$ cat src/hw/rtl/fir_pkg.sv
// Shared types, sizes and codes for the Q31 x Q15 FIR filter.
package fir_pkg;

	localparam int MAX_TAPS      = 256;
	localparam int ADDR_W        = $clog2(MAX_TAPS);
	localparam int CNT_W         = $clog2(MAX_TAPS + 1);
	localparam int PRODUCT_SHIFT = 15;
	localparam int GROUP_LOG2    = 2;   // four taps per group
	localparam int CFG_IDX_W     = 2;
	localparam int CFG_DATA_W    = 8;

	typedef logic [ADDR_W-1:0]    tap_addr_t;
	typedef logic [CNT_W-1:0]     tap_cnt_t;
	typedef logic [CFG_IDX_W-1:0] cfg_index_t;

	localparam logic       CMD_SAMPLE = 1'b0;
	localparam logic       CMD_COEF   = 1'b1;

	localparam cfg_index_t REG_TAP_GROUPS   = cfg_index_t'(0);
	localparam cfg_index_t REG_OUTPUT_SHIFT = cfg_index_t'(1);

	typedef enum logic [1:0] {
		ST_IDLE,
		ST_RUN,
		ST_WAIT,
		ST_DONE
	} fir_state_t;

	// Tag that travels with each tap read through the MAC pipeline.
	typedef struct packed {
		logic vld;
		logic first;
		logic last;
	} tap_ctl_t;

endpackage

$ cat src/hw/rtl/fir_mac.sv
// Multiply-accumulate pipeline with floor shift and 32-bit saturation.
module fir_mac (
	input  logic               clk,
	input  logic               arst_n,
	input  fir_pkg::tap_ctl_t  ctl_s1,
	input  logic signed [15:0] coef_s1,
	input  logic signed [31:0] hist_s1,
	input  logic [4:0]         output_shift,
	output logic               res_vld,
	output logic signed [31:0] res_data
);
	import fir_pkg::*;

	localparam logic signed [63:0] SAT_MAX = 64'sh0000_0000_7FFF_FFFF;
	localparam logic signed [63:0] SAT_MIN = 64'shFFFF_FFFF_8000_0000;

	tap_ctl_t           ctl_s2;
	logic signed [47:0] prod_s2;
	logic signed [63:0] acc_s3;
	logic               done_s3;
	logic signed [63:0] sh_s4;
	logic               done_s4;
	logic [5:0]         shamt;

	assign shamt = 6'(PRODUCT_SHIFT) + 6'(output_shift);

	always_ff @(posedge clk or negedge arst_n) begin
		if (!arst_n) begin
			ctl_s2  <= '0;
			done_s3 <= 1'b0;
			done_s4 <= 1'b0;
			res_vld <= 1'b0;
		end else begin
			ctl_s2  <= ctl_s1;
			done_s3 <= ctl_s2.vld & ctl_s2.last;
			done_s4 <= done_s3;
			res_vld <= done_s4;
		end
	end

	always_ff @(posedge clk) begin
		prod_s2 <= hist_s1 * coef_s1;
		if (ctl_s2.vld) begin
			if (ctl_s2.first) begin
				acc_s3 <= {{16{prod_s2[47]}}, prod_s2};
			end else begin
				acc_s3 <= acc_s3 + {{16{prod_s2[47]}}, prod_s2};
			end
		end
		// arithmetic shift rounds toward minus infinity
		sh_s4 <= acc_s3 >>> shamt;
		if (sh_s4 > SAT_MAX) begin
			res_data <= SAT_MAX[31:0];
		end else if (sh_s4 < SAT_MIN) begin
			res_data <= SAT_MIN[31:0];
		end else begin
			res_data <= sh_s4[31:0];
		end
	end

endmodule
$ cat config.mk
export PLATFORM = sky130hd
export DESIGN_NAME = fir_mac
export DESIGN_NICKNAME = d
export VERILOG_FILES = /design/src/hw/rtl/fir_pkg.sv /design/src/hw/rtl/fir_mac.sv
export SDC_FILE = /design/constraint.sdc
export NUM_CORES = 2
export LEC_CHECK = 0
export BUFFER_PORTS_ARGS = -buffer_cell sky130_fd_sc_hd__buf_2
export CAP_MARGIN = 20
export CELL_PAD_IN_SITES_DETAIL_PLACEMENT = 2
export CELL_PAD_IN_SITES_GLOBAL_PLACEMENT = 2
export CORE_MARGIN = 2
export CORE_UTILIZATION = 42
export CTS_BUF_LIST = sky130_fd_sc_hd__clkbuf_4
export DETAILED_ROUTE_END_ITERATION = 10
export PLACE_DENSITY = 0.86
export SYNTH_ARGS = -nofsm -noshare
export SYNTH_HDL_FRONTEND = slang
export SYNTH_SLANG_ARGS = --single-unit
$ cat constraint.sdc
create_clock -name clk -period 3.6 [get_ports clk]
set_input_delay 0.18 -clock clk [delete_from_list [all_inputs] [get_ports clk]]
set_output_delay 0.18 -clock clk [all_outputs]
set_load 0.005 [all_outputs]
---- Word level (Yosys, flattened, before mapping) ----
Index checks and enable logic that the tools add are counted.
operators by class
  $add $sub $neg .......................... 2
  multiply operators ...................... 1
  div/mod/pow operators ................... 0
  order comparisons ....................... 2
  eq/ne operators ......................... 0
  shifts and indexed selects .............. 1
  muxes and demuxes ....................... 2
  bitwise logic cells ..................... 1
  reduce and logical (&&, ||, !) cells .... 0
operator list
  kind                                                                               count
  64-bit adder                                                                       1
  64-bit by 32-bit greater-than comparator with 1-bit output, second input constant  1
  64-bit by 32-bit < comparator with 1-bit output, second input constant             1
  64-bit 2-to-1 mux                                                                  1
  64-bit by 6-bit >>> shifter with 64-bit output                                     1
  32-bit by 16-bit multiplier with 48-bit output                                     1
  32-bit 2-to-1 mux                                                                  1
  4-bit by 5-bit adder with 6-bit output, first input constant                       1
  1-bit AND                                                                          1
word-level totals
  bits in registers ....................... 214
  bits in latches ......................... 0
  memory bits (writable) .................. 0
  bits in read-only memories .............. 0
  bits of input ports ..................... 58
  output and inout bits ................... 33
  word-level logic and storage cells ...... 19
  memories kept ........................... 0

---- Depth between registers and ports, before layout ----
  depth in word-level cells ............... 2
  mapped depth ............................ 25
  mapped depth without buffers ............ 24

---- Least setup slack after synthesis ----
No wires, ideal clock.
  path type ............................... in2reg
  start point ............................. in coef_s1[1]
  end point ............................... reg prod_s2[44]
  library setup time ...................... 72 ps
  data arrival time ....................... 6052 ps
  required time ........................... 3528 ps
  path slack .............................. -2524 ps
  cell stages on the path ................. 22
  buffers on the path ..................... 1
  cells stage by stage .................... clkbuf_1 > nand2_1 > fa_1 > fa_1 > fa_1 > inv_1 > fa_1 > fa_1 > inv_1 > fa_1 > inv_1 > ha_1 > a21o_1 > a21oi_1 > o21bai_1 > a221oi_1 > o211ai_1 > or3_1 > a221o_1 > a311o_1 > a21oi_1 > xnor2_1
on the way
  longest elaborated chain between the ends .. 1
RTL lines
  what                                            RTL line       text
  from (decl)                                     fir_mac.sv:6   input logic signed [15:0] coef_s1,
  32-bit by 16-bit multiplier with 48-bit output  fir_mac.sv:42  prod_s2 <= hist_s1 * coef_s1;
  to (signal assigned)                            fir_mac.sv:42
  to (decl)                                       fir_mac.sv:18  logic signed [47:0] prod_s2;
Every way passes these cells.
A chain may end at the register's enable or synchronous reset.

---- Worst setup path in the final report ----
  start point ............................. in coef_s1[12]
  end point ............................... reg prod_s2[40]
Same word-level chain as after synthesis.

==> results.yml <==
run_status:
  outcome: "finished, violations left"
  violations: "hold timing, setup timing"
floorplan:
  die_y_um: 277
  initial_core_util_pct: 42.3
  dieArea_um2: 76900
  die_w_um: 277
  row_count: 100
  core_um2: 74200
  io_pins: 91
placement:
  port_buffers: 90
  gp_congestion: 0.877
  dp_hpwl_um: 113000
  place_area_um2: 35400
grt:
  grt_usage_pct: 50.2
  grt_max_degree: 67
  grt-ovfl-total: 0
  grt_pass1_vias: 38300
  antenna_found_initial: 12
  grt_pass1_wl_um: 281000
synthesis:
  avgSynthCellArea_um2: 8.73
  ys_types: 76
  synthFlopType: "dfxtp_1"
  syn_nets: 4317
  synth_cells: 3594
  async_flop_share_pct: 2.80
  synth-seq-area-share_pct: 15.8
  ys_seq_elements: 214
  synth_edf_count: 64
  synth_warnings: 0
  netlist_area_um2: 31400
clocking:
  clk_path_buf_depth: 3
  cts_num_sinks: 214
  cts.htree.levels: 2
  clk_latency_ns: 0.97
  cts_tree: "built"
  path_clk_slew_ns: 0.12
  cts_made_buffers: 56
  cts_root_buf: "clkbuf_4"
timing:
  maxSlewHeadroom_pct: 16.9
  setup_ws_ns: -2.86
  hold_viol: 1
  worst_hold_slack_ns: -0.00453
  max_freq_mhz: 155
  fin_crit_sh_pct: 180
  finalMaxSlewViolations: 0
  setup_viol: 86
  skew_ns: 0.123
  rsz0062_at_grt: "true"
  min_period_ns: 6.46
  worst_pin_slew_ns: 1.25
setup_path:
  cpPeakStageDelay_ns: 0.85
  cp.arrival_ns: 7.25
  path_delay_family: "adder cells"
  critPathLaunchType: "primary input"
  crit_buf_inv: 6
  crit_top_cell: "fa_1"
  crit_fanout: 14
  path_class: "primary input to flop"
  cpMaxStageDelayCell: "fa_2"
  cp-end-kind: "flop"
  crit_required_ns: 4.39
  cp_cell_sequence: "buf_12 > buf_6 > nand2_2 > fa_2 > inv_1 > fa_1 > fa_1 > fa_1 > fa_1 > inv_1 > fa_1 > inv_1 > ha_2 > inv_2 > nor2_4 > and3b_2 > o2111ai_2 > o211ai_1 > or3_4 > a221o_2 > a211o_1 > a21oi_2 > xnor2_2"
layout:
  nFillCells: 7777
  nets: 4718
  final_common_cell: "inv_1"
  final_cell_mix: "inv_1 (528), nand2_1 (513), fa_1 (415)"
  final_area_um2: 39900
  area.growth.synth_to_final_pct: 27.2
  drive_gt1_share_pct: 28.5
min_path:
  hold_path.class: "primary input to flop"
routing:
  first_pass_iters: 7
  drtIter0Drc: 5128
  drtAntennaViolNets: 0
  drc: 0
  routed_wl_um: 225000
  vias: 36000
  vias_per_cell: 7.18
  drt-wirelength-per-cell_um: 44.8
job:
  maxCapViolations: 0
final cells by class:
class                      count  area, um2  share of cell area [%]
timing repair buffer         551       4940                    12.4
clock buffer                  71        533                    1.33
sequential                   214       4960                    12.4
clock inverter                35        287                   0.717
inverter                     581       2200                    5.50
multi-input combinational   2590      25800                    64.5
timing repair inverter         1       8.76                  0.0219
antenna                       10       25.0                  0.0627
tap                          969       1210                    3.04
path summary, 6_finish.rpt:
check                                          start                      end  slack (ns)  depth (start not counted)
worst min register to register     sh_s4[63]$_DFF_P_  res_data[31]$_SDFF_PN0_        0.44                          0
max in group asynchronous                     arst_n      ctl_s2[1]$_DFF_PN0_        2.87                          3
worst min-delay path                       ctl_s1[2]      ctl_s2[2]$_DFF_PN0_      -0.005                          2
worst max register to register  acc_s3[25]$_DFFE_PP_     acc_s3[32]$_DFFE_PP_       -1.44                         12
min in group asynchronous                     arst_n        done_s4$_DFF_PN0_        0.31                          3
worst max-delay path                     coef_s1[12]      prod_s2[40]$_DFF_P_       -2.86                         23
synthesized netlist by cell type (all sizes together) (4+ instances only):
master / number / area, um2
a21oi: 202 / 1030
nor3: 17 / 85.1
and3: 21 / 133
fa: 487 / 9750
inv: 579 / 2170
o211ai: 16 / 120
o2111ai: 4 / 35.0
nand4: 35 / 219
nor4: 15 / 93.8
o21ai: 168 / 845
a211o: 7 / 61.3
a21o: 79 / 593
edfxtp: 64 / 1920
ha: 178 / 2230
nor2: 128 / 480
xor2: 46 / 403
nor2b: 14 / 87.6
mux2: 12 / 135
nor3b: 5 / 37.5
buf: 14 / 57.6
nand2: 548 / 2060
o21a: 10 / 75.1
o21bai: 23 / 176
mux4: 45 / 1010
dfxtp: 144 / 2880
a31oi: 27 / 175
a211oi: 40 / 300
mux2i: 40 / 400
a311oi: 4 / 35.0
nand3: 33 / 165
dfrtp: 6 / 150
or3: 10 / 62.6
xnor2: 65 / 569
clkbuf: 195 / 732
nand2b: 26 / 163
o31ai: 11 / 97.6
and2: 225 / 1410
per-layer routing:
layer | track usage [%] | share of wire (%) | up-vias
li1 | - | - | 12400
met3 | 15.0 | 13 | 2051
met2 | 80.4 | 42 | 4047
met4 | 47.6 | 14 | 16
met1 | 52.8 | 32 | 17600
met5 | 0 | 0.10 | -
worst register-to-register path, stage by stage (launching register included):
cell and delay [ns]:
edfxtp_1 0.57, ha_1 0.39, a21o_1 0.18, a21o_1 0.20, a21oi_1 0.97, o21ai_1 0.41, inv_1 0.28, o31ai_4 0.13
buf_4 0.17, a211o_1 0.30, a21oi_1 0.24, xor2_1 0.12, o21ai_0 0.72
metrics by stage:
step	std cells	setup WS (ns)	hold slack (ns)	util, %	TNS, ns
global placement	4788	-3.00	0.00359	47.7	-89.47
finish	5022	-2.86	-0.00453	53.8	-99.93
global route	5018	-3.02	0.0157	53.8	-99.27
CTS	4947	-2.25	0.0172	51.7	-56.71
detailed placement	4788	-3.72	0.00910	47.7	-111.58
floorplan	3594	-2.36	-0.116	-	-61.19
timing repair:
action / in CTS / in global routing
setup buffers: 39 / 69
hold endpoints to repair: 11 / 0
gates cloned: 7 / 0
setup endpoints to repair: 59 / 77
resized for setup: 438 / 255
hold buffers: 8 / 0
pin swaps: 141 / 82
cell families (layout without fill, tap and decap cells):
family	after synthesis	count (layout)	share of synthesized area, %
compound gates	620	620	12.1
flops	214	214	15.8
fa+ha+maj	665	665	38.2
xor+xnor	111	111	3.10
simple gates	1097	1097	16.4
mux	97	97	4.93
other cells	0	10	0
buf+inv	790	1239	9.46
state kept, by name, summed over array words and instances, names as in the netlist:
signal,cells
acc_s3,64
ctl_s2,3
done_s3,1
done_s4,1
prod_s2,48
res_data,32
res_vld,1
sh_s4,64
Power is not shown: default switching activity piles up to over one toggle a cycle in this logic, so the estimate is an artifact.
